===== config.mk =====
export PLATFORM = sky130hd
export DESIGN_NAME = sscp_table_ram
export DESIGN_NICKNAME = d
export VERILOG_FILES = /design/src/hdl/sscp_pkg.sv /design/src/hdl/sscp_table_ram.sv
export SDC_FILE = /design/constraint.sdc
export NUM_CORES = 2
export LEC_CHECK = 0
export BUFFER_PORTS_ARGS = -buffer_cell sky130_fd_sc_hd__buf_2
export CAP_MARGIN = 20
export CELL_PAD_IN_SITES_DETAIL_PLACEMENT = 2
export CELL_PAD_IN_SITES_GLOBAL_PLACEMENT = 2
export CORE_MARGIN = 5
export CORE_UTILIZATION = 30
export CTS_BUF_LIST = sky130_fd_sc_hd__clkbuf_4 sky130_fd_sc_hd__clkbuf_8
export CTS_CLUSTER_DIAMETER = 80
export DETAILED_ROUTE_END_ITERATION = 8
export PLACE_DENSITY = 0.58
export RECOVER_POWER = 50
export SLEW_MARGIN = 25
export SYNTH_ARGS = -nofsm -noshare
export SYNTH_HDL_FRONTEND = slang
export SYNTH_SLANG_ARGS = --single-unit

===== constraint.sdc =====
create_clock -name i_clk -period 6.1 [get_ports i_clk]
set_input_delay 0.915 -clock i_clk [delete_from_list [all_inputs] [get_ports i_clk]]
set_output_delay 0.915 -clock i_clk [all_outputs]
set_load 0.05 [all_outputs]

===== src/hdl/sscp_pkg.sv =====
// Shared types and constants for the S-curve stepper profile sequencer.
// No dependencies; every other file in the block refers to this package by scoped name.
package sscp_pkg;

    // Default ramp table depth and the reset value of the ramp length register.
    localparam int TABLE_DEPTH_DEF = 256;
    localparam int RAMP_LEN_RST    = 150;

    // Fixed field widths.
    localparam int CFG_W    = 9;
    localparam int OP_W     = 2;
    localparam int IDX_W    = 8;
    localparam int RELOAD_W = 16;
    localparam int POS_W    = 32;

    // Request operation codes.
    localparam logic [OP_W-1:0] OP_TABLE_WR = 2'd0;
    localparam logic [OP_W-1:0] OP_START    = 2'd1;
    localparam logic [OP_W-1:0] OP_UPDATE   = 2'd2;

    // Motion phase.
    typedef enum logic [1:0] {
        PH_STOP  = 2'd0,
        PH_ACCEL = 2'd1,
        PH_RUN   = 2'd2,
        PH_DECEL = 2'd3
    } t_phase;

    // Where the reload word of a request comes from.
    typedef enum logic [1:0] {
        RS_KEEP   = 2'd0,
        RS_TABLE  = 2'd1,
        RS_SINGLE = 2'd2
    } t_rsel;

    // Control and status carried from the sequencer to the output stage.
    typedef struct packed {
        t_rsel                rsel;
        logic [RELOAD_W-1:0]  single_reload;
        logic                 dir;
        logic                 busy;
        t_phase               phase;
        logic [POS_W-1:0]     position;
    } t_s1_ctrl;

endpackage


===== src/hdl/sscp_table_ram.sv =====
// Ramp table memory: one write port, one read port with registered read data.
// Depends on sscp_pkg for the reload word width.
module sscp_table_ram #(
    parameter int TABLE_DEPTH = sscp_pkg::TABLE_DEPTH_DEF,
    parameter int AW          = $clog2(TABLE_DEPTH)
) (
    input  logic                          i_clk,
    input  logic                          i_we,
    input  logic [AW-1:0]                 i_waddr,
    input  logic [sscp_pkg::RELOAD_W-1:0] i_wdata,
    input  logic                          i_re,
    input  logic [AW-1:0]                 i_raddr,
    output logic [sscp_pkg::RELOAD_W-1:0] o_rdata
);

    logic [sscp_pkg::RELOAD_W-1:0] r_mem [TABLE_DEPTH];
    logic [sscp_pkg::RELOAD_W-1:0] r_rdata;

    // Write port.
    always_ff @(posedge i_clk) begin
        if (i_we) begin
            r_mem[i_waddr] <= i_wdata;
        end
    end

    // Read port; the data register holds while no read is issued.
    always_ff @(posedge i_clk) begin
        if (i_re) begin
            r_rdata <= r_mem[i_raddr];
        end
    end

    assign o_rdata = r_rdata;

endmodule


### Yosys cells after proc, flatten, opt, wreduce, memory -nomap -nowiden

Memory sizes are Yosys's and may differ from the RTL's. A register that Yosys moved wholly into a read port is not among the register bits.
Index checks and enable logic that the tools add are counted.

* memories: 1
* bits in writable memories: 4096
* bits in registers: 0
* logic and storage cells: 3
* output and inout bits: 16
* input bits: 35

Memory list
* r_mem: depth 256, width 16, read ports 1, clocked after Yosys merged registers in 1, write ports 1, RTL line sscp_table_ram.sv:16 `logic [sscp_pkg::RELOAD_W-1:0] r_mem [TABLE_DEPTH];`

* mux-type cells: 2

Operator list (number)
* $mux W1: 2

### Depth between registers and ports, before layout

* word-level depth: 2
* gate-level depth with buffers: 12
* mapped depth without buffers: 6

### Worst setup path before layout

OpenSTA, ideal clock, no wires.

* path kind: input to register
* from: input i_raddr[0]
* to: register r_rdata (netlist bit o_rdata[4]), read port of r_mem (data pin)
* arrival: 2.899 ns
* required time: 5.835 ns
* stages: 8
* buffers on the path: 3
* setup time: 0.265 ns
* setup slack: 2.936 ns
* cell sequence: buf_6 -> buf_6 -> buf_2 -> mux4_2 -> mux4_2 -> a22o_1 -> o32ai_2 -> nor4_2

RTL lines
* start, declared: RTL line sscp_table_ram.sv:12 `input logic [AW-1:0] i_raddr,`
* end, declared: RTL line sscp_table_ram.sv:17 `logic [sscp_pkg::RELOAD_W-1:0] r_rdata;`

### Worst setup path in the final report

* from: input i_wdata[1] in the netlist's numbering
* to: memory r_mem[131][1] in the netlist's numbering (data pin)

RTL lines
* start, declared: RTL line sscp_table_ram.sv:10 `input logic [sscp_pkg::RELOAD_W-1:0] i_wdata,`
* end, declared: RTL line sscp_table_ram.sv:16

No word-level cell before the write port.

==> impl_metrics.toml <==
[worst_setup_path]
slowest_stage = "clkbuf_1"
r2r-end = "o_rdata[10]"
arrival_ns = 5.10
cpLargestDelayFamily = "buffers and inverters"
cp.buffers_inverters = 2
worstSetupPathType = "in -> reg"
r2r_slack_ns = 2.79
cp-start-kind = "input port"
reg2regPathDepth = 8
crit_required_ns = 6.40
r2r_start = "r_mem[143][10]"
slowest_delay_ns = 3.33
path_cells = "buf_8 -> clkbuf_1"
worst-path-max-fanout = 105
endpoint_kind = "flip-flop"

[routing]
ant_nets = 0
met2WireLength_um = 247000
dr_total_vias = 82000
drc = 0
top_layer_used = "met5"
drt-met1-wl_um = 220000
dr.pass1.iters = 5
drt_iter0_drc = 8931
dr_wl_met3_um = 31500
via_per_inst = 5.23
routed_wl_um = 511000
wl_per_cell_um = 32.6

[die]
initial_utilization_pct = 30.1
dieWidth_um = 738
fp.dieH_um = 738
core_um2 = 528000
boundaryPins = 51
dieArea_um2 = 544000
fp-row-count = 267

[pwr]
swShare_pct = 23.7
powerDensity_nw_per_um2 = 318
total_power_uw = 58300
p_int_uw = 44500
irDropWorstVdd_v = 0.000205
p_sw_uw = 13800
pwr-share-comb_pct = 5.4
pwr-share-seq_pct = 53.7
clock_power_share_pct = 40.9
p_leak_uw = 0.0573

[logic_synthesis]
synth_top_cells_by_area = "edfxtp_1 (78%), mux4_2 (11%), mux2i_1 (3.6%), o221ai_1 (1.4%), nor2_1 (0.72%)"
synth.mux.area_fraction_pct = 15.5
synth-simple-area-share_pct = 1.57
synth-xor-area-share_pct = 0
synth_common_cells = "edfxtp_1 (4112), mux4_2 (797), mux2i_1 (565), nor2_1 (304), o221ai_1 (252)"
ys_warn_count = 0
async_flop_share_pct = 0
synth_compound_area_share_pct = 3.53
synth-seq-area-share_pct = 77.7
syn_avg_cell_area_um2 = 21.6
synth_top_family_by_area = "multiplexers"
synth_area_um2 = 159000
ys_ff_latch = 4112
synth_fa_ha_area_share_pct = 0
synthCells = 7360
synth.most_common_cell = "edfxtp_1"
synth.distinct_cells = 51
post-synth-top-area-cell = "edfxtp_1"
synth_top_area_share_pct = 77.7
syn-num-nets = 7395
synthFlopType = "edfxtp_1"
synth_edf_count = 4112

[clock_network]
cts_buffer_depth = 4
cts_resized = 0
htree_num_levels = 6
worstSkewPairLatency_ns = 1.26
cts_tree = "built"
numClockSinks = 4112
cts_buffers = 688
cts.clk_slew.worst_paths_ns = 0.06
cts_root_buf = "clkbuf_8"

[hold_path]
holdPathEnd = "r_mem[19][12]"
min-delay-start = "i_wdata[12]"
hold_depth = 1
hold_class = "in -> reg"

[sta]
clock_skew_ns = 0.0897
tightest_slew_ns = 4.99
fmax_mhz = 208
relSlewSlack_pct = -233
fin_crit_ns = 4.80
rsz0062_at_grt = "false"
setup_viol = 0
fin_tns_setup_ns = 0
hold_viol = 0
fin_crit_sh_pct = 78.7
drv_slew = 2068

[layout]
drive_gt1_share_pct = 30.0
multi_input_area_um2 = 33400
fillers = 51000
regArea_um2 = 123000
nNetsFinal = 8180
area_growth_pct = 15.3

[global_routing]
grt_pass1_wl_um = 712000
grt_pass1_vias = 88000
antenna_found_initial = 45
grt_start_max_net_pins = 180
globalRouteOverflowTotal = 0
grt_util_all_layers_pct = 18.3

[placed_design]
gp_congestion = 0.825
place.detailed.hpwl_um = 305000
portBuffers = 50

[status]
run_status = "finished with violations"
violations = "capacitance limit, slew limit"

[run]
max-cap-violations = 29
[placed cells by master (no fill, tap or decap), types with 37 or more instances in the layout]
cell	n
nor2_1	166
clkbuf_1	56
o22ai_1	148
o221ai_1	252
a21oi_1	175
nor3_1	82
clkbuf_4	231
mux2_2	88
buf_4	390
clkinv_2	67
nor2_2	103
mux4_2	797
buf_12	45
mux2i_1	565
nand2_1	37
clkbuf_8	693
a22oi_1	43
edfxtp_1	4112
clkinv_1	168
[per-layer routing]
metal,track usage [%],vias up
li1,-,33100
met1,25.3,45300
met2,30.2,2949
met3,3.12,762
met4,4.53,18
met5,0,-
[worst register-to-register path: stages, from the launching register on]
cell and delay, ns:
edfxtp_1 0.37, mux4_2 0.47, mux2_2 0.32, a221oi_1 0.63
o31ai_1 0.38, buf_4 0.25, o32ai_2 0.36, buf_4 0.23
nor4_1 0.05
[flip-flops by register name (all words and copies together) (netlist names)]
name	cells
r_mem	4096
o_rdata	16
[repair_timing]
action	in CTS	in global routing
hold buffers	4	1
setup endpoints to repair	0	0
hold endpoints to repair	92	5
setup buffers	0	0
[power by group through the flow]
| stage | clock, µW | sequential, µW | combinational, µW |
|---|---|---|---|
| after floorplan | 0 | 31800 | 1540 |
| after global placement | 0 | 31800 | 3080 |
| after detailed placement | 0 | 31800 | 3180 |
| after CTS | 24600 | 31200 | 3180 |
| after global routing | 25900 | 31300 | 3270 |
| final | 23900 | 31300 | 3130 |
[per-stage QoR]
step	setup WS (ns)	instances	utilization (%)	hold slack [ns]	instance area (µm²)
after floorplan	2.94	7360	-	0.973	159000
after global placement	0.957	14400	32.2	1.18	170000
after detailed placement	1.06	14400	32.2	1.23	170000
after CTS	2.47	15700	34.7	0.0204	183000
after global routing	1.20	15700	34.7	0.0961	183000
final	1.30	15700	34.7	0.183	183000
[cell families (layout without fill, tap and decap cells)]
kind of cell           count (synthesis)  count (layout)
DFF                                 4112            4112
and+or+nand+nor                      556             556
buffers and inverters                456            1773
muxes                               1450            1450
other                                  0              29
AOI/OAI and AO/OA                    786             786
[worst max path at each step]
stage | cells after the start | endpoint | from
after floorplan | 8 | o_rdata[4] | i_raddr[0]
after global placement | 11 | o_rdata[10] | i_raddr[0]
after detailed placement | 11 | o_rdata[0] | i_raddr[0]
after CTS | 11 | o_rdata[10] | i_raddr[0]
after global routing | 3 | r_mem[170][8] | i_wdata[8]
final | 2 | r_mem[131][1] | i_wdata[1]
[final cells by class]
type / instances / share of cell area (%)
Timing Repair Buffer: 547 / 2.47
Clock buffer: 923 / 6.14
Clock inverter: 299 / 0.968
Sequential cell: 4112 / 67.4
Tap cell: 6994 / 4.78
Antenna cell: 29 / 0.0396
Multi-Input combinational cell: 2792 / 18.2
Inverter: 4 / 0.0150
(Power assumes the default switching activity.)
