`src/hdl/sscp_pkg.sv`:
```
// Shared types and constants for the S-curve stepper profile sequencer.
// No dependencies; every other file in the block refers to this package by scoped name.
package sscp_pkg;

    // Default ramp table depth and the reset value of the ramp length register.
    localparam int TABLE_DEPTH_DEF = 256;
    localparam int RAMP_LEN_RST    = 150;

    // Fixed field widths.
    localparam int CFG_W    = 9;
    localparam int OP_W     = 2;
    localparam int IDX_W    = 8;
    localparam int RELOAD_W = 16;
    localparam int POS_W    = 32;

    // Request operation codes.
    localparam logic [OP_W-1:0] OP_TABLE_WR = 2'd0;
    localparam logic [OP_W-1:0] OP_START    = 2'd1;
    localparam logic [OP_W-1:0] OP_UPDATE   = 2'd2;

    // Motion phase.
    typedef enum logic [1:0] {
        PH_STOP  = 2'd0,
        PH_ACCEL = 2'd1,
        PH_RUN   = 2'd2,
        PH_DECEL = 2'd3
    } t_phase;

    // Where the reload word of a request comes from.
    typedef enum logic [1:0] {
        RS_KEEP   = 2'd0,
        RS_TABLE  = 2'd1,
        RS_SINGLE = 2'd2
    } t_rsel;

    // Control and status carried from the sequencer to the output stage.
    typedef struct packed {
        t_rsel                rsel;
        logic [RELOAD_W-1:0]  single_reload;
        logic                 dir;
        logic                 busy;
        t_phase               phase;
        logic [POS_W-1:0]     position;
    } t_s1_ctrl;

endpackage

```
`src/hdl/sscp_out.sv`:
```
// Output stage: resolves the reload word from the table read and drives the result register.
// Depends on sscp_pkg for the control struct and reload source codes.
module sscp_out (
    input  logic                          i_clk,
    input  logic                          i_rst_n,
    input  logic                          i_s1_valid,
    input  sscp_pkg::t_s1_ctrl            i_s1,
    input  logic [sscp_pkg::RELOAD_W-1:0] i_tbl_rdata,
    output logic                          o_s1_adv,
    output logic                          o_out_valid,
    input  logic                          i_out_ready,
    output logic [sscp_pkg::RELOAD_W-1:0] o_reload_value,
    output logic [sscp_pkg::RELOAD_W-2:0] o_compare_value,
    output logic                          o_direction_out,
    output logic                          o_busy_res,
    output logic [1:0]                    o_phase,
    output logic [sscp_pkg::POS_W-1:0]    o_position
);

    logic [sscp_pkg::RELOAD_W-1:0] r_reload, n_reload;
    logic                          r_out_valid, n_out_valid;
    logic [sscp_pkg::RELOAD_W-1:0] r_o_reload;
    logic                          r_o_dir;
    logic                          r_o_busy;
    sscp_pkg::t_phase              r_o_phase;
    logic [sscp_pkg::POS_W-1:0]    r_o_position;
    logic                          load;

    // The result register takes a new request when empty or being drained.
    assign o_s1_adv = !r_out_valid || i_out_ready;
    assign load     = i_s1_valid && o_s1_adv;

    // Current reload word: kept, taken from the table, or the one-step word.
    always_comb begin
        case (i_s1.rsel)
            sscp_pkg::RS_TABLE:  n_reload = i_tbl_rdata;
            sscp_pkg::RS_SINGLE: n_reload = i_s1.single_reload;
            default:             n_reload = r_reload;
        endcase
    end

    assign n_out_valid = load || (r_out_valid && !i_out_ready);

    // Control registers.
    always_ff @(posedge i_clk) begin
        if (!i_rst_n) begin
            r_reload    <= '0;
            r_out_valid <= 1'b0;
        end else begin
            if (load) begin
                r_reload <= n_reload;
            end
            r_out_valid <= n_out_valid;
        end
    end

    // Result payload.
    always_ff @(posedge i_clk) begin
        if (load) begin
            r_o_reload   <= n_reload;
            r_o_dir      <= i_s1.dir;
            r_o_busy     <= i_s1.busy;
            r_o_phase    <= i_s1.phase;
            r_o_position <= i_s1.position;
        end
    end

    assign o_out_valid     = r_out_valid;
    assign o_reload_value  = r_o_reload;
    assign o_compare_value = r_o_reload[sscp_pkg::RELOAD_W-1:1];
    assign o_direction_out = r_o_dir;
    assign o_busy_res      = r_o_busy;
    assign o_phase         = r_o_phase;
    assign o_position      = r_o_position;

endmodule
```
`config.mk`:
```
export PLATFORM = sky130hd
export DESIGN_NAME = sscp_out
export DESIGN_NICKNAME = d
export VERILOG_FILES = /design/src/hdl/sscp_pkg.sv /design/src/hdl/sscp_out.sv
export SDC_FILE = /design/constraint.sdc
export NUM_CORES = 1
export LEC_CHECK = 0
export CAP_MARGIN = 25
export CORE_UTILIZATION = 65
export CTS_CLUSTER_SIZE = 8
export DETAILED_ROUTE_END_ITERATION = 8
export DONT_BUFFER_PORTS = 1
export PLACE_DENSITY = 0.81
export SETUP_SLACK_MARGIN = 0.4
export SYNTH_ARGS = -nofsm -noshare
export SYNTH_HDL_FRONTEND = slang
export SYNTH_SLANG_ARGS = --single-unit
```
`constraint.sdc`:
```
create_clock -name i_clk -period 3.8 [get_ports i_clk]
set_input_delay 0.19 -clock i_clk [delete_from_list [all_inputs] [get_ports i_clk]]
set_output_delay 0.19 -clock i_clk [all_outputs]
set_load 0.02 [all_outputs]
```
# Yosys cells after proc, flatten, opt, wreduce, memory -nomap -nowiden
# Cells that the tools add are included.
[word_totals] ff_bits=69 input_bits=74 output_inout_bits=69 wordCells=16
[classes] n_eq_ne=2 n_mux=1 reduce_logical=6
[ops] cell="$pmux 16 s2" n=1
[ops] cell="$eq 2x1->1 const B" n=1
[ops] cell="$eq 2x2->1 const B" n=1
[ops] cell="$logic_and 1x1->1" n=2
[ops] cell="$logic_not 1->1" n=2
[ops] cell="$logic_or 1x1->1" n=2

# Logic depth before layout (Yosys ltp)
[logic_depth] word_depth=4 depth_mapped=9 depth_no_buf=5

# Worst setup path before layout
# OpenSTA, ideal clock, no wires.
[synth_timing] kind="register -> register" from="register r_out_valid (netlist: o_out_valid)" to="register r_o_busy (netlist: o_busy_res), enable pin" setup_ps=415 arrival_time_ps=2364 required_time_ps=3385 path_slack_ps=1021 stages_incl_launch_ff=5 path_buffers=2 period_less_slack_ps=2779 cell_sequence="dfxtp_1 > nand2b_1 > buf_2 > buf_1 > and2_1"
[synth_via] elab_chain_cells=3
[synth_lines] item="from (decl)" line="sscp_out.sv:21" source="logic r_out_valid, n_out_valid;"
[synth_lines] item="from (signal assigned)" line="sscp_out.sv:53" source="r_out_valid <= n_out_valid;"
[synth_lines] item="$logic_not 1->1" line="sscp_out.sv:30" source="assign o_s1_adv = !r_out_valid || i_out_ready;"
[synth_lines] item="$logic_or 1x1->1" line="sscp_out.sv:30"
[synth_lines] item="via o_s1_adv" line="sscp_out.sv:9" source="output logic o_s1_adv,"
[synth_lines] item="$logic_and 1x1->1" line="sscp_out.sv:31" source="assign load = i_s1_valid && o_s1_adv;"
[synth_lines] item="via load" line="sscp_out.sv:27" source="logic load;"
[synth_lines] item="to (signal assigned)" line="sscp_out.sv:62" source="r_o_busy <= i_s1.busy;"
[synth_lines] item="to (decl)" line="sscp_out.sv:24" source="logic r_o_busy;"
# The timed path passes the listed nets, and every way through them passes these cells.
# A chain may end at the register's enable or synchronous reset.

# Worst setup path after layout
[layout_timing] from="register r_out_valid (netlist: o_out_valid)" to="register r_o_position (netlist bit o_position[25]), enable pin"
[layout_via] elab_chain_cells=3
[layout_lines] item="$logic_not 1->1" line="sscp_out.sv:30"
[layout_lines] item="$logic_or 1x1->1" line="sscp_out.sv:30"
[layout_lines] item="via o_s1_adv" line="sscp_out.sv:9"
[layout_lines] item="$logic_and 1x1->1" line="sscp_out.sv:31"
[layout_lines] item="via load" line="sscp_out.sv:27"
[layout_lines] item="to (signal assigned)" line="sscp_out.sv:64" source="r_o_position <= i_s1.position;"
[layout_lines] item="to (decl)" line="sscp_out.sv:26" source="logic [sscp_pkg::POS_W-1:0] r_o_position;"
# The timed path passes the listed nets, and every way through them passes these cells.

==> metrics.yaml <==
pwr:
  power_density_mw_per_mm2: 515
  leakage_nw: 1.35
  ir_drop_uv: 367
placed_design:
  hpwl_um: 3750
  place_area_mm2: 0.00262
  numPortBuffers: 0
  place_inst: 209
  gp_congestion: 0.736
critical_path:
  startpoint_type: "flop"
  cp-end-kind: "flop"
  crit_path_top_delay_cell: "nand2b_1"
  crit_path_start: "o_out_valid$_SDFF_PN0_"
  worstPathMaxFanout: 44
  rr_startpoint: "o_out_valid$_SDFF_PN0_"
  required_ns: 3.82
  path_class: "flop to flop"
  worstPathCellList: "nand2b_1, and2_2, buf_12"
  cp.arrival_ns: 2.08
  max_stage_delay_ns: 0.66
timing:
  finalHoldViolCount: 0
  fin_crit_sh_pct: 54.3
  fmax_mhz: 484
  maxSlewViolCount: 0
  relSlewSlack_pct: 41.2
  worstMarginPinSlew_ns: 0.882
  clock_skew_ns: 0.00618
  timing.final.crit_period_ns: 2.06
  grt_setup_unrepaired: "no"
  tns_ns: 0
  setup_viol: 0
  holdWs_ns: 0.147
synth:
  synth.top_cell.area_share_pct: 56.7
  syn_area_mm2: 0.00276
  postSynthCellCount: 188
  ys_seq_area_share_pct: 69.0
  ys_warn_count: 0
  synth_cell_type_count: 18
  syn_nets: 264
  avgSynthCellArea_um2: 14.7
  ys_ff_latch: 69
  yosys-top-cells-area: "edfxtp_1, dfxtp_1, mux2i_1"
  yosysTopAreaCell: "edfxtp_1"
final_layout:
  layout-drive-gt1-share_pct: 8.37
  layout_common_cells: "edfxtp_1, dlygate4sd3_1, inv_1"
  final_common_cell: "edfxtp_1"
  fin_util_pct: 79.7
  antenna_cells: 0
  design_area_mm2: 0.00321
  filler_cell_count: 239
  fin_cells: 265
  area_growth_pct: 16.5
  final_nets: 286
global_routing:
  grt_max_degree: 53
  grt_pass1_vias: 1559
  use_met3_pct: 12.2
  overflow: 0
  top_usage_layer: "met2"
  grtUsageMet2_pct: 43.8
  grt_pass1_wl_um: 7830
  antenna_found_initial: 0
  grt_usage_pct: 25.8
  grt_util_met1_pct: 27.2
clock_network:
  numCtsBuffers: 9
  cts_buffer_depth: 2
  cts_resized: 0
  clkLatencyLatePin_ns: 0.33
  htreeDepth: 3
  clock-sinks: 69
  clkTransAtPathRegs_ns: 0.07
  hold_buffers: 39
  cts_tree: "yes"
  root_buffer: "clkbuf_8"
  postCtsSetupRepairBufs: 0
worst_hold_path:
  holdCritStartpoint: "i_tbl_rdata[6]"
  hold_path.class: "primary input to flop"
job:
  drv_cap: 0
detailed_routing:
  finalWirelength_um: 5650
  firstDrtPassIters: 4
  drc: 0
  ant_nets: 0
  via_per_inst: 5.90
  wire_per_inst_um: 21.3
  detailroute.via_count: 1564
  drtIter0Drc: 124
floorplan:
  core_area_mm2: 0.00403
  rows: 23
  initial_core_util_pct: 68.4
  die_area_mm2: 0.00451
  ioPinCount: 143
  die_x_um: 67.1
  die-height_um: 67.1
status:
  outcome: "complete, no violations"
[sequential cells by signal, summed over array words and instances (netlist names)]
signal,flops
o_direction_out,1
o_reload_value,16
o_out_valid,1
o_phase,2
r_reload,16
o_busy_res,1
o_position,32
[power by group]
| group | leakage (nW) | total [W] | internal, W | switching [W] |
|---|---|---|---|---|
| Clock | 0.0972 | 0.000541 | 0.000296 | 0.000245 |
| Sequential | 0.649 | 0.000972 | 0.000876 | 0.0000954 |
| Combinational | 0.603 | 0.000140 | 0.0000690 | 0.0000712 |
| Total | 1.35 | 0.00165 | 0.00124 | 0.000411 |
[cells in the mapped netlist (all sizes together)]
cell type  instances
nand2b             1
edfxtp            52
and2               2
o211a             16
inv               19
a22oi             16
ha                 2
mux2i             16
clkbuf             4
nand3             16
a21boi             1
dfxtp             17
buf               25
nor2b              1
[logic make-up (layout without fill, tap and decap cells)]
kind of cell / count (synthesis) / after routing / synth area share, %
AO/OA/AOI/OAI: 33 / 33 / 10.4
adder cells (fa/ha/maj): 2 / 2 / 0.908
buffers and inverters: 48 / 75 / 9.85
flip-flops: 69 / 69 / 69.0
multiplexers: 16 / 16 / 5.81
AND/OR/NAND/NOR: 20 / 20 / 4.00
[through the flow]
step | total power [W] | setup slack, ns
after CTS | 0.00166 | 1.36
after detailed placement | 0.00109 | 1.39
after global routing | 0.00171 | 1.66
after floorplan | 0.00109 | 1.02
final | 0.00165 | 1.74
after global placement | 0.00108 | 1.45
[per-layer routing]
metal	share of wire, %	vias to the layer above	wire length (um)
li1	-	717	-
met2	50	99	2840
met3	9.6	10	545
met4	1.7	0	96
met5	0	-	0
met1	38	738	2170
[area by class of cell]
class,count,area (um^2),share of cell area [%]
multi-input cells,71,584,18.2
flip-flops and latches,69,1900,59.2
clock inverters,6,53.8,1.68
inverters,19,71.3,2.22
well taps,50,62.6,1.95
clock buffers,10,128,3.97
repair buffers,40,410,12.8
[path summary, 6_finish.rpt]
check	cells past startpoint	slack (ns)	end
worst min-delay path	3	0.15	r_reload[6]$_SDFFE_PN0P_
worst min register to register	1	0.50	r_reload[0]$_SDFFE_PN0P_
worst max-delay path	3	1.74	o_position[25]$_DFFE_PP_
worst max register to register	3	1.74	o_position[25]$_DFFE_PP_
[worst max-delay path: cells and delay by family, from the launching register on]
kind                   cells  cell delay, ns
and+or+nand+nor            2            1.08
DFF                        1            0.38
buffers and inverters      1            0.27
Note: power is estimated with default switching activity, not from simulation.
