===== src/hdl/sscp_pkg.sv =====
// Shared types and constants for the S-curve stepper profile sequencer.
// No dependencies; every other file in the block refers to this package by scoped name.
package sscp_pkg;

    // Default ramp table depth and the reset value of the ramp length register.
    localparam int TABLE_DEPTH_DEF = 256;
    localparam int RAMP_LEN_RST    = 150;

    // Fixed field widths.
    localparam int CFG_W    = 9;
    localparam int OP_W     = 2;
    localparam int IDX_W    = 8;
    localparam int RELOAD_W = 16;
    localparam int POS_W    = 32;

    // Request operation codes.
    localparam logic [OP_W-1:0] OP_TABLE_WR = 2'd0;
    localparam logic [OP_W-1:0] OP_START    = 2'd1;
    localparam logic [OP_W-1:0] OP_UPDATE   = 2'd2;

    // Motion phase.
    typedef enum logic [1:0] {
        PH_STOP  = 2'd0,
        PH_ACCEL = 2'd1,
        PH_RUN   = 2'd2,
        PH_DECEL = 2'd3
    } t_phase;

    // Where the reload word of a request comes from.
    typedef enum logic [1:0] {
        RS_KEEP   = 2'd0,
        RS_TABLE  = 2'd1,
        RS_SINGLE = 2'd2
    } t_rsel;

    // Control and status carried from the sequencer to the output stage.
    typedef struct packed {
        t_rsel                rsel;
        logic [RELOAD_W-1:0]  single_reload;
        logic                 dir;
        logic                 busy;
        t_phase               phase;
        logic [POS_W-1:0]     position;
    } t_s1_ctrl;

endpackage


===== src/hdl/sscp_seq.sv =====
// Profile sequencer: move setup, phase control, position and table read address.
// Depends on sscp_pkg; drives the table read and hands a control struct to sscp_out.
module sscp_seq #(
    parameter int TABLE_DEPTH = sscp_pkg::TABLE_DEPTH_DEF,
    parameter int AW          = $clog2(TABLE_DEPTH),
    parameter int LEN_W       = $clog2(TABLE_DEPTH + 1)
) (
    input  logic                          i_clk,
    input  logic                          i_rst_n,
    input  logic                          i_cfg_we,
    input  logic [sscp_pkg::CFG_W-1:0]    i_cfg_wdata,
    input  logic                          i_in_valid,
    output logic                          o_in_ready,
    input  logic [sscp_pkg::OP_W-1:0]     i_operation,
    input  logic [sscp_pkg::IDX_W-1:0]    i_table_index,
    input  logic [sscp_pkg::POS_W-1:0]    i_move_steps,
    input  logic                          i_absolute_target,
    input  logic [sscp_pkg::RELOAD_W-1:0] i_single_step_reload,
    input  logic                          i_s1_adv,
    output logic                          o_s1_valid,
    output sscp_pkg::t_s1_ctrl            o_s1,
    output logic                          o_tbl_we,
    output logic [AW-1:0]                 o_tbl_waddr,
    output logic                          o_tbl_re,
    output logic [AW-1:0]                 o_tbl_raddr
);

    localparam int RST_LEN = (sscp_pkg::RAMP_LEN_RST > TABLE_DEPTH) ? TABLE_DEPTH
                                                                     : sscp_pkg::RAMP_LEN_RST;

    // Control state.
    logic [31:0]          r_position, n_position;
    logic [31:0]          r_counter,  n_counter;
    logic [31:0]          r_remain,   n_remain;
    logic [LEN_W-1:0]     r_accel,    n_accel;
    logic [31:0]          r_decel,    n_decel;
    sscp_pkg::t_phase     r_phase,    n_phase;
    logic                 r_dir,      n_dir;
    logic                 r_moving,   n_moving;
    logic [LEN_W-1:0]     r_len,      n_len;
    logic                 r_s1_valid, n_s1_valid;
    sscp_pkg::t_s1_ctrl   r_s1,       n_s1;

    logic                 accept;
    logic [31:0]          cfg_ext;
    logic [31:0]          cfg_eff;
    logic [31:0]          len_ext;
    logic [31:0]          len_m1;
    logic [31:0]          idx_ext;
    logic [31:0]          diff_fwd;
    logic [31:0]          diff_rev;
    logic                 neg;
    logic [31:0]          mag;
    logic                 mag_short;
    logic [31:0]          cnt_inc;
    logic [31:0]          rem_m1;
    logic                 acc_lt;
    logic                 dec_ge;
    logic                 len_ge;
    logic                 rem_more;
    logic                 rem_clamp;
    logic [AW-1:0]        decel_addr;
    logic                 cnt_clamp;
    logic [AW-1:0]        accel_end_addr;
    sscp_pkg::t_rsel      rsel;
    logic [AW-1:0]        rd_addr;

    // A request enters when the stage ahead is empty or moving on.
    assign o_in_ready = !r_s1_valid || i_s1_adv;
    assign accept     = i_in_valid && o_in_ready;

    // Ramp length clamped into one to the table depth when it is written.
    assign cfg_ext = 32'(i_cfg_wdata);
    always_comb begin
        if (cfg_ext == 32'd0) begin
            cfg_eff = 32'd1;
        end else if (cfg_ext > 32'(TABLE_DEPTH)) begin
            cfg_eff = 32'(TABLE_DEPTH);
        end else begin
            cfg_eff = cfg_ext;
        end
    end
    assign n_len = i_cfg_we ? LEN_W'(cfg_eff) : r_len;

    assign len_ext = 32'(r_len);
    assign len_m1  = len_ext - 32'd1;
    assign idx_ext = 32'(i_table_index);

    // Move magnitude and direction; both subtraction orders run side by side.
    assign diff_fwd = i_move_steps - r_position;
    assign diff_rev = r_position - i_move_steps;
    always_comb begin
        if (i_absolute_target) begin
            neg = diff_fwd[31];
            mag = neg ? diff_rev : diff_fwd;
        end else begin
            neg = i_move_steps[31];
            mag = neg ? (32'd0 - i_move_steps) : i_move_steps;
        end
    end
    assign mag_short = (mag <= {len_ext[30:0], 1'b0});

    // Step conditions for the next counter value.
    assign cnt_inc   = r_counter + 32'd1;
    assign rem_m1    = r_remain - 32'd1;
    assign acc_lt    = (cnt_inc < 32'(r_accel));
    assign dec_ge    = (cnt_inc >= r_decel);
    assign len_ge    = (cnt_inc >= len_ext);
    assign rem_more  = (r_remain > 32'd1);
    assign rem_clamp = (r_remain > 32'(TABLE_DEPTH));
    assign decel_addr = rem_clamp ? AW'(TABLE_DEPTH - 1) : rem_m1[AW-1:0];

    // When the ramp length changes under a running move, acceleration can last
    // past the table, so the entry read on leaving it is clamped to the last one.
    assign cnt_clamp      = (r_counter >= 32'(TABLE_DEPTH));
    assign accel_end_addr = cnt_clamp ? AW'(TABLE_DEPTH - 1) : r_counter[AW-1:0];

    // Next state of the move.
    always_comb begin
        n_position = r_position;
        n_counter  = r_counter;
        n_remain   = r_remain;
        n_accel    = r_accel;
        n_decel    = r_decel;
        n_phase    = r_phase;
        n_dir      = r_dir;
        n_moving   = r_moving;
        if (accept) begin
            case (i_operation)
                sscp_pkg::OP_START: begin
                    n_dir     = neg;
                    n_counter = 32'd0;
                    n_remain  = mag;
                    if (mag == 32'd0) begin
                        n_accel  = '0;
                        n_decel  = 32'd0;
                        n_phase  = sscp_pkg::PH_STOP;
                        n_moving = 1'b0;
                    end else if (mag == 32'd1) begin
                        n_accel  = LEN_W'(1);
                        n_decel  = 32'd1;
                        n_phase  = sscp_pkg::PH_DECEL;
                        n_moving = 1'b1;
                    end else begin
                        if (mag_short) begin
                            n_accel = LEN_W'(mag >> 1);
                            n_decel = mag >> 1;
                        end else begin
                            n_accel = r_len;
                            n_decel = mag - len_ext;
                        end
                        n_phase  = sscp_pkg::PH_ACCEL;
                        n_moving = 1'b1;
                    end
                end
                sscp_pkg::OP_UPDATE: begin
                    if (r_phase == sscp_pkg::PH_STOP) begin
                        n_counter = 32'd0;
                        n_moving  = 1'b0;
                    end else begin
                        n_counter  = cnt_inc;
                        n_remain   = rem_m1;
                        n_position = r_dir ? (r_position - 32'd1) : (r_position + 32'd1);
                        case (r_phase)
                            sscp_pkg::PH_ACCEL: begin
                                if (acc_lt) begin
                                    n_phase = sscp_pkg::PH_ACCEL;
                                end else if (dec_ge) begin
                                    n_phase = sscp_pkg::PH_DECEL;
                                end else if (len_ge) begin
                                    n_phase = sscp_pkg::PH_RUN;
                                end
                            end
                            sscp_pkg::PH_RUN: begin
                                if (dec_ge) begin
                                    n_phase = sscp_pkg::PH_DECEL;
                                end
                            end
                            sscp_pkg::PH_DECEL: begin
                                if (!rem_more) begin
                                    n_phase = sscp_pkg::PH_STOP;
                                end
                            end
                            default: begin
                            end
                        endcase
                    end
                end
                default: begin
                end
            endcase
        end
    end

    // Reload source and table read address of the request.
    always_comb begin
        rsel    = sscp_pkg::RS_KEEP;
        rd_addr = '0;
        case (i_operation)
            sscp_pkg::OP_START: begin
                if (mag == 32'd1) begin
                    rsel = sscp_pkg::RS_SINGLE;
                end else if (mag != 32'd0) begin
                    rsel = sscp_pkg::RS_TABLE;
                end
            end
            sscp_pkg::OP_UPDATE: begin
                case (r_phase)
                    sscp_pkg::PH_ACCEL: begin
                        if (acc_lt) begin
                            rsel    = sscp_pkg::RS_TABLE;
                            rd_addr = cnt_inc[AW-1:0];
                        end else if (dec_ge) begin
                            rsel    = sscp_pkg::RS_TABLE;
                            rd_addr = accel_end_addr;
                        end else if (len_ge) begin
                            rsel    = sscp_pkg::RS_TABLE;
                            rd_addr = len_m1[AW-1:0];
                        end
                    end
                    sscp_pkg::PH_RUN: begin
                        if (dec_ge) begin
                            rsel    = sscp_pkg::RS_TABLE;
                            rd_addr = len_m1[AW-1:0];
                        end
                    end
                    sscp_pkg::PH_DECEL: begin
                        if (rem_more) begin
                            rsel    = sscp_pkg::RS_TABLE;
                            rd_addr = decel_addr;
                        end
                    end
                    default: begin
                    end
                endcase
            end
            default: begin
            end
        endcase
    end

    // Table port control. A write and a later read of the same entry land on
    // different edges, so the read always sees the written word.
    assign o_tbl_we    = accept && (i_operation == sscp_pkg::OP_TABLE_WR)
                         && (idx_ext < 32'(TABLE_DEPTH));
    assign o_tbl_waddr = idx_ext[AW-1:0];
    assign o_tbl_re    = accept;
    assign o_tbl_raddr = rd_addr;

    // Stage register toward the output side.
    assign n_s1_valid = accept || (r_s1_valid && !i_s1_adv);
    always_comb begin
        n_s1               = r_s1;
        if (accept) begin
            n_s1.rsel          = rsel;
            n_s1.single_reload = i_single_step_reload;
            n_s1.dir           = n_dir;
            n_s1.busy          = n_moving;
            n_s1.phase         = n_phase;
            n_s1.position      = n_position;
        end
    end

    // Control registers.
    always_ff @(posedge i_clk) begin
        if (!i_rst_n) begin
            r_position <= '0;
            r_counter  <= '0;
            r_remain   <= '0;
            r_accel    <= '0;
            r_decel    <= '0;
            r_phase    <= sscp_pkg::PH_STOP;
            r_dir      <= 1'b0;
            r_moving   <= 1'b0;
            r_len      <= LEN_W'(RST_LEN);
            r_s1_valid <= 1'b0;
        end else begin
            r_position <= n_position;
            r_counter  <= n_counter;
            r_remain   <= n_remain;
            r_accel    <= n_accel;
            r_decel    <= n_decel;
            r_phase    <= n_phase;
            r_dir      <= n_dir;
            r_moving   <= n_moving;
            r_len      <= n_len;
            r_s1_valid <= n_s1_valid;
        end
    end

    // Stage payload.
    always_ff @(posedge i_clk) begin
        r_s1 <= n_s1;
    end

    assign o_s1_valid = r_s1_valid;
    assign o_s1       = r_s1;

`ifndef SYNTHESIS
    // An idle motor always sits in the stop phase.
    a_idle_is_stop: assert property (@(posedge i_clk) disable iff (!i_rst_n)
        !r_moving |-> (r_phase == sscp_pkg::PH_STOP))
        else $error("sscp_seq: not moving but phase is not stop");

    // Acceleration always has a nonzero length.
    a_accel_len: assert property (@(posedge i_clk) disable iff (!i_rst_n)
        (r_phase == sscp_pkg::PH_ACCEL) |-> (r_accel != '0))
        else $error("sscp_seq: accelerating with a zero length");

    // Deceleration always has steps left to make.
    a_decel_remain: assert property (@(posedge i_clk) disable iff (!i_rst_n)
        (r_phase == sscp_pkg::PH_DECEL) |-> (r_remain != 32'd0))
        else $error("sscp_seq: decelerating with no steps left");

    // A timer update outside stop moves the position.
    a_update_moves: assert property (@(posedge i_clk) disable iff (!i_rst_n)
        (accept && (i_operation == sscp_pkg::OP_UPDATE) && (r_phase != sscp_pkg::PH_STOP))
        |=> (r_position != $past(r_position)))
        else $error("sscp_seq: update step did not move the position");
`endif

endmodule


===== config.mk =====
export PLATFORM = sky130hd
export DESIGN_NAME = sscp_seq
export DESIGN_NICKNAME = d
export VERILOG_FILES = /design/src/hdl/sscp_pkg.sv /design/src/hdl/sscp_seq.sv
export SDC_FILE = /design/constraint.sdc
export NUM_CORES = 1
export LEC_CHECK = 0
export BUFFER_PORTS_ARGS = -buffer_cell sky130_fd_sc_hd__buf_2
export CAP_MARGIN = 20
export CORE_UTILIZATION = 45
export CTS_BUF_LIST = sky130_fd_sc_hd__clkbuf_2
export DETAILED_ROUTE_END_ITERATION = 16
export PLACE_DENSITY = 0.65
export SYNTH_ARGS = -nofsm -noshare
export SYNTH_HDL_FRONTEND = slang
export SYNTH_SLANG_ARGS = --single-unit

===== constraint.sdc =====
create_clock -name i_clk -period 14 [get_ports i_clk]
set_clock_uncertainty 0.1 [all_clocks]
set_input_delay 4.2 -clock i_clk [delete_from_list [all_inputs] [get_ports i_clk]]
set_output_delay 4.2 -clock i_clk [all_outputs]
set_load 0.02 [all_outputs]

Word level (Yosys, flattened, before mapping)
Index checks and enable logic that the tools add are counted.
{"block": "word_totals", "reg_bits": 205, "latch_bits": 0, "mem_bits_rw": 0, "romBits": 0, "elab_cells": 113, "n_memories": 0}
{"block": "op_classes", "add_sub_neg": 9, "multipliers": 0, "div": 0, "magnitude_cmp": 9, "n_eq_ne": 7, "n_shift": 0, "mux": 55, "n_bitwise": 0, "reduce_logical": 17}
{"operator": "$mux W32", "n": 12}
{"operator": "$pmux W32 S2", "n": 2}
{"operator": "$add A32 B1 Y32 const B", "n": 2}
{"operator": "$logic_not A32 Y1", "n": 2}
{"operator": "$mux W8", "n": 8}
{"operator": "$sub A32 B1 Y32 const B", "n": 2}
{"operator": "$sub A32 B32 Y32", "n": 2}
{"operator": "$mux W9", "n": 5}
{"operator": "$eq A32 B1 Y1 const B", "n": 1}
{"operator": "$ge A32 B32 Y1", "n": 1}
{"operator": "$ge A32 B9 Y1", "n": 1}
{"operator": "$ge A32 B9 Y1 const B", "n": 1}
{"operator": "$gt A32 B1 Y1 const B", "n": 1}
{"operator": "$gt A32 B9 Y1 const B", "n": 1}
{"operator": "$le A32 B10 Y1", "n": 1}
{"operator": "$lt A32 B9 Y1", "n": 1}
{"operator": "$reduce_bool A32 Y1", "n": 1}
{"operator": "$sub A1 B32 Y32 const A", "n": 1}
{"operator": "$sub A32 B9 Y32", "n": 1}
{"operator": "$pmux W8 S3", "n": 1}
{"operator": "$mux W2", "n": 10}
{"operator": "$mux W1", "n": 12}
{"operator": "$gt A9 B9 Y1 const B", "n": 1}
{"operator": "$lt A8 B9 Y1 const B", "n": 1}
{"operator": "15 further kinds", "n": 26}

Longest topological paths before layout
Gate-level depths: netlist of the first run.
{"block": "depth", "depth_word": 9, "depth_mapped": 28, "ltp_nobuf": 25}

Worst setup path before layout of the first run
Ideal clock, no wire load.
{"block": "synth_path", "kind": "input to output", "startpoint": "input i_s1_adv", "endpoint": "output o_tbl_re", "arrival_ns": 6.368, "setup_slack_ns": 3.332, "path_stages": 3, "path_buffers": 1, "cell_sequence": "nand2b_1 -> and2_1 -> clkbuf_1"}
{"block": "synth_via", "elab_chain_cells": 2}
{"item": "start, declared", "line": "sscp_seq.sv:19", "rtl": "input logic i_s1_adv,"}
{"item": "$logic_or A1 B1 Y1", "line": "sscp_seq.sv:69", "rtl": "assign o_in_ready = !r_s1_valid || i_s1_adv;"}
{"item": "$logic_and A1 B1 Y1", "line": "sscp_seq.sv:70", "rtl": "assign accept = i_in_valid && o_in_ready;"}
{"item": "end, declared", "line": "sscp_seq.sv:24", "rtl": "output logic o_tbl_re,"}
No other way between the ends.

Worst setup path after layout of the first run
{"block": "layout_path", "startpoint": "register r_counter[0]", "endpoint": "output o_tbl_raddr[7]"}
{"block": "layout_via", "elab_chain_cells": 7, "elab_cells_between_ends": 12, "classes_between": "add/sub: 1; order compare: 4; mux: 7"}
{"item": "start, declared", "line": "sscp_seq.sv:33", "rtl": "logic [31:0] r_counter, n_counter;"}
{"item": "start signal, assigned", "line": "sscp_seq.sv:279", "rtl": "r_counter <= n_counter;"}
{"item": "$add A32 B1 Y32", "line": "sscp_seq.sv:104", "rtl": "assign cnt_inc = r_counter + 32'd1;"}
{"item": "$ge A32 B9 Y1", "line": "sscp_seq.sv:108", "rtl": "assign len_ge = (cnt_inc >= len_ext);"}
{"item": "$mux W8", "line": "sscp_seq.sv:216", "rtl": "end else if (len_ge) begin"}
{"item": "$mux W8", "line": "sscp_seq.sv:213", "rtl": "end else if (dec_ge) begin"}
{"item": "$mux W8", "line": "sscp_seq.sv:210", "rtl": "if (acc_lt) begin"}
{"item": "$pmux W8 S3 *", "line": "sscp_seq.sv:208", "rtl": "case (r_phase)"}
{"item": "$mux W8 *", "line": "sscp_seq.sv:199", "rtl": "case (i_operation)"}
{"item": "end, declared", "line": "sscp_seq.sv:25", "rtl": "output logic [AW-1:0] o_tbl_raddr"}
Mark *: on every way between the ends. The rest lies on a longest branch, timed or not.

==> impl_results.md, run 1 <==
- Fraction of layout cells with a size suffix above 1: a little under an eighth
- Peak fanout along the critical path: 13
- Top cell type's share of synthesized area: between 10% and 20%
- Startpoint Class: register
- DRT Pass-1 Iters: 6
- Ys Warns: 0
- Status: finished clean
- Worst Hold Path Cells: 2
- Synth Register Bits: 205
- Post-route ant nets: 0
- Switching power: 0.5741 mW
- Core area: 39,730 sq um
- Post-synthesis mux area share: 1.522%
- GR Util All Layers: 28.10%
- Post-Place Setup Slack: ~3.0 ns
- Row count: 73
- Initial Util: 45.72%
- Reg power frac: 42.3%
- Largest family of logic cells by synthesized area: compound AO/OA/AOI/OAI gates
- Critical Path End Type: primary output
- Final Max Tran Viols: 0
- Slew @ Worst Pin: around 1.0 ns
- Die span in y: 202.9 um
- Vias in the first global route: 17,111
- Routed wire length: 58,970 um
- Num CTS Buffers: 57
- Switching share of power: a little under two fifths
- EDFF count, synth: 54
- Drt drc: 0
- Count leader, synth: nand2_1
- Hold-fix buffers, CTS: 0
- First-pass GRT wire length: between 90,000 and 100,000 um
- Top cells by count, synth: nand2_1, nor2_1, a21oi_1
- Die ar.: 41,180 sq um
- Commonest register cell after synthesis: dfxtp_1
- Post-CTS Setup Inserts: 0
- Syn Inst Count: 2,338
- Post-synth top area cell: dfxtp_1
- Reg-to-reg setup timing slack: 6.75 ns
- Yosys cell types: 85
- Worst path arrival time: 6.58 ns
- Cell area after layout: roughly 20,000 sq um
- Vias: around 18,000
- Worst EP required: 9.70 ns
- Minimum clock period: 10.88 ns
- Peak supply drop: 0.00004598 V
- Hold_sp: r_decel[2]$_SDFFE_PN0P_
- Final setup margin: 3.121 ns
- IO buf count: 130
- # Max-Cap Violations: 0
- Leakage: 8.510 nW
- GP Congestion: 0.9638
- RSZ-0062 raised after global routing: false
- Synth Area in Compound Gates: 26.30%
- Final setup TNS: 0 ns
- Die Span X: a little over 200 um
- Comb pwr share: 27.8%
- Post-synthesis sequential area ratio: roughly a quarter
- Area after DPL: roughly 19,000 sq um
- Gr ovfl total: 0
- Post-detail-place hpwl: 43,740 um
- Routed length per instance: 19.60 um
- Layout Cells excl Fill: 3,009
- Synthesized area: about 18,000 sq um
- Adder-cell share of the synthesized area: 11.94%
- Initial DRC Count: 1,561
- Synth Area in Simple Gates: between 20% and 30%
- Util after Layout: 49.64%
- Worst-path clk slew: 0.11 ns
- Clock share of power: 29.9%
- Mapped Avg Cell Area: 7.770 sq um
- CTS max path bufs: 3
- Final number of setup-violating endpoints: 0
- Internal Power: 0.9377 mW
- Synth top area cells: dfxtp_1, ha_1, edfxtp_1
- Inst Count DP: between 2,000 and 3,000
- Max Fclk: ~92 MHz
- Syn nets: 2,582
- Async S/R FF share, synth: 0%
- Launch point of the worst reg-to-reg path: r_position[26]$_SDFF_PN0_
- Crit Path Category: register to primary output
- DR vias/cell: between 5 and 6
- Final nets: 2,676
- Largest net degree at the start of global routing: 65
- Clk_lat worst skew: 1.13 ns
- P per Cell Area: 76.65 nW/um^2
- Final hold vios: 0
- Clk sinks: 205
- # resized after CTS: 0
- Max-slew headroom: between 20% and 30%
- Syn-to-layout area delta: 8.575%
- Worst Hold End: r_decel[2]$_SDFFE_PN0P_
- Worst min path class: register to register
- Worst r2r path cells: 23
- Final Cycle Share: 77.71%
- Synth Area in XOR/XNOR: about 6.9%
- FF-to-FF End: r_decel[27]$_SDFFE_PN0P_
- IO Pins: 147
- H-tree Lvls: 2
- Antenna violations before repair: 3
- Root buf cell: clkbuf_2
- CTS tree: yes
[power by group through the flow]
stage / clock network, mW / registers [mW] / logic [mW]
3_5_place_dp: 0 / 0.652 / 0.412
2_1_floorplan: 0 / 0.661 / 0.279
4_1_cts: 0.472 / 0.639 / 0.414
3_3_place_gp: 0 / 0.652 / 0.407
6_report: 0.452 / 0.639 / 0.420
5_1_grt: 0.500 / 0.642 / 0.458
[worst max path at each step]
| stage | from | to | slack [ns] |
|---|---|---|---|
| after detailed placement | i_move_steps[6] | r_decel[27]$_SDFFE_PN0P_ | 2.99 |
| final | r_counter[0]$_SDFFE_PN0P_ | o_tbl_raddr[7] | 3.12 |
| after global routing | r_counter[0]$_SDFFE_PN0P_ | o_tbl_raddr[2] | 2.65 |
| after CTS | r_counter[0]$_SDFFE_PN0P_ | o_tbl_raddr[7] | 3.16 |
| after floorplan | i_s1_adv | o_tbl_re | 3.33 |
| after global placement | i_move_steps[6] | r_decel[27]$_SDFFE_PN0P_ | 3.23 |
[registers in the layout, summed over array words and instances, names as in the netlist]
name,cells
r_position,32
r_len,9
r_counter,32
r_dir,1
r_moving,1
r_decel,32
r_accel,9
r_phase,2
o_s1,54
o_s1_valid,1
r_remain,32
[kinds of logic (layout without fill, tap and decap cells)]
kind of cell	Yosys count	count (layout)
simple gates	774	774
other cells	0	4
compound gates	733	733
mux	27	27
flops	205	205
fa+ha+maj	171	171
buf+inv	285	427
xor+xnor	143	143
[worst max-delay path, stage by stage, from the launching register on]
cell and delay (ns):
dfxtp_1 0.60, ha_1 0.26, nand3_1 0.28, nor4_1 0.76, nand2_1 0.16, nor3_1 0.39, xor2_1 0.19, ha_1 0.22
a21o_1 0.16, a21o_1 0.17, a21o_1 0.17, a21o_1 0.17, a21o_1 0.17, a21o_1 0.19, a221o_1 0.31, a21oi_1 0.13
buf_4 0.24, nand2b_1 0.22, o22ai_1 0.22, mux2i_1 0.09, nor2_1 0.12, o31a_1 0.16, buf_2 0.17
[stage by stage]
stage	hold WS (ns)	total power [mW]
after floorplan	0.3251	0.9406
after global placement	0.3681	1.059
after detailed placement	0.3652	1.064
after CTS	0.3883	1.526
after global routing	0.4049	1.599
final	0.3930	1.512
[metal layers]
metal	global-route usage, %	up-vias	part of all wire (%)
li1	-	8720	-
met1	36.67	8562	45
met2	45.65	630	45
met3	4.831	138	6.3
met4	11.71	0	3.9
met5	0	-	0
[area by class of cell]
cell class,count,area [sq um]
clock inverter,24,100.1
antenna,4,10.01
multi-input combinational,1848,12410
fill,3959,20010
sequential,205,4644
inverter,159,596.8
timing repair buffer,161,885.9
tap,525,656.9
clock buffer,83,415.4
[cells in the final DEF, fill, tap and decap left out, drive strengths merged, types with 48 or more instances in the layout]
cell type	n
inv	159
a21o	66
nand2	189
and2	50
nor2	188
nor3	52
nand3	52
clkbuf	83
edfxtp	54
xor2	48
xnor2	95
ha	167
dfxtp	151
a21oi	182
o21ai	174
buf	160
Power figures use the tool's default switching activity.
==> run 2: changes to the inputs <==
- clock period: 14 -> 11 ns (I/O delays scaled with it)
==> run 2 against run 1 <==
Net effect: global-route usage rose by 0.45 points; highest routed layer unchanged; combinational power is 29% higher; register-to-register slack worse by 2.6 ns; die area unchanged; critical path type unchanged; first-iteration DRC count decreased by 13%; largest power group unchanged; setup slack worse by 1.9 ns; sequential share of layout area shrank 0.097 points; power increased by 29%; utilization rose by 0.20 points; flip-flop and latch count unchanged; design area is 0.41% higher; critical endpoint is now o_tbl_raddr[6]; hold slack got worse by 0.0062 ns.
==> impl_results.md, run 2 (same netlist as run 1, synthesis figures left out) <==
- CP dominant cell by count: a21o_1
- Final setup margin: 1.190 ns
- Minimum clock period: 9.810 ns
- Peak fanout along the critical path: 13
- Launch point of the worst reg-to-reg path: r_position[26]$_SDFF_PN0_
- Worst EP required: 7.60 ns
- Vias in the first global route: between 15,000 and 20,000
- Max-slew headroom: 31.35%
- Worst path arrival time: about 6.4 ns
- Final Cycle Share: 89.18%
- Gr ovfl total: 0
- Routed length per instance: 19.59 um
- Hold_sp: r_decel[2]$_SDFFE_PN0P_
- Critical path, cell by cell: ha_1 > nand3_1 > nor4_1 > nand2_1 > nor3_1 > xor2_1 > ha_1 > a21o_1 > a21o_1 > a21o_1 > a21o_1 > a21o_1 > a21o_1 > a221o_1 > a21oi_1 > buf_4 > nand2b_1 > o22ai_1 > mux2i_1 > nor2_1 > o31a_1 > buf_2
- Post-detail-place hpwl: 43,980 um
- Num CTS Buffers: 59
- Syn-to-layout area delta: 9.022%
- Max FFs per register: 54
- Final nets: 2,686
- Die Span X: 202.9 um
- Hold-fix buffers, CTS: 0
- Initial Util: 45.72%
- Critical Path End Type: primary output
- Final number of setup-violating endpoints: 0
- Initial DRC Count: 1,356
- GP Congestion: ~0.93
- # Max-Cap Violations: 0
- Final setup TNS: 0 ns
- Clk_lat worst skew: 1.10 ns
- Worst-path clk slew: approximately 0.090 ns
- Root buf cell: clkbuf_2
- Post-Place Setup Slack: around 1.2 ns
- DRT Pass-1 Iters: 6
- Leakage: around 8.6 nW
- Largest net degree at the start of global routing: 64
- Die ar.: just over 40,000 sq um
- First-pass GRT wire length: around 94,000 um
- IO buf count: 130
- Final Max Tran Viols: 0
- Clk sinks: a little over 200
- Die span in y: 202.9 um
- Row count: between 70 and 80
- RSZ-0062 raised after global routing: false
- Post-route ant nets: 0
- CTS tree: yes
- Min Hold Slack: 0.3868 ns
- Max incr delay on CP: 0.67 ns
- P per Cell Area: just under 100 nW/um^2
- Peak supply drop: 0.00006221 V
- Slew @ Worst Pin: 1.019 ns
- Crit-path leading delay family: compound AO/OA/AOI/OAI gates
- CTS max path bufs: 3
- Leading cell type in the layout, fill and taps excluded: nand2_1
- Area of the multi-input gates: approximately 12,000 sq um
- Final hold vios: 0
- Crit Path Category: register to primary output
- Status: finished clean
- Core area: 39,730 sq um
- IO Pins: about 150
- Antenna violations before repair: 1
- # resized after CTS: 0
- GR Util All Layers: 28.55%
- H-tree Lvls: 2
- CP Launch Point: r_counter[0]$_SDFFE_PN0P_
- Routed wire length: 59,090 um
- Max Fclk: 101.9 MHz
- Worst min path class: register to register
- Startpoint Class: register
- Most frequent cells in the layout: nand2_1, nor2_1, a21oi_1
- FF+latch area: 4644 sq um
- Bufs and invs on worst path: 2
- Fraction of layout cells with a size suffix above 1: between 10% and 20%
- Slowest CP cell: nor4_1
- Vias: 18,012
- DR vias/cell: 5.970
- Drt drc: 0
- FILL cells: 3,916
- Post-CTS Setup Inserts: 0
-- run 2: final timing paths --
check	endpoint	slack [ns]	cells after the start
max	o_tbl_raddr[6]	1.19	22
min	r_decel[2]$_SDFFE_PN0P_	0.39	2
max reg2reg	r_decel[27]$_SDFFE_PN0P_	4.16	23
min reg2reg	r_decel[2]$_SDFFE_PN0P_	0.39	2
-- run 2: cell type report --
class                   count  share of cell area, %
flip-flops and latches    205                  23.45
inverters                 159                  3.013
multi-input cells        1848                  62.68
clock inverters            21                 0.4738
repair buffers            169                  4.801
well taps                 525                  3.317
clock buffers              89                  2.249
diodes                      1                0.01264
-- run 2: per-layer routing --
metal	routed length [um]	global-route usage [%]	vias up	part of all wire (%)
met4	2295	13.35	0	3.9
met3	3407	3.884	128	5.8
met1	26720	38.02	8531	45
li1	-	-	8733	-
met2	26670	45.56	620	45
met5	0	0	-	0
-- run 2: tightest hold or removal path, stage by stage, from the launching register on --
cell,delay [ns]
dfxtp_1,0.33
nand2_1,0.06
o31ai_1,0.06
-- run 2: through the flow --
step | total power, mW | util, % | cells | instance area [sq um]
6_report | 1.955 | 49.85 | 3017 | 19810
5_1_grt | 2.068 | 49.85 | 3017 | 19810
4_1_cts | 1.970 | 49.84 | 3016 | 19800
3_5_place_dp | 1.359 | 48.48 | 2906 | 19260
3_3_place_gp | 1.349 | 48.45 | 2905 | 19250
2_1_floorplan | 1.197 | - | 2338 | 18170
-- run 2: power by group --
part           internal [mW]  leakage, nW  switching [mW]
clock network          0.220        0.415           0.381
registers              0.798         1.76          0.0155
logic                  0.193         6.39           0.349
total                   1.21         8.57           0.745
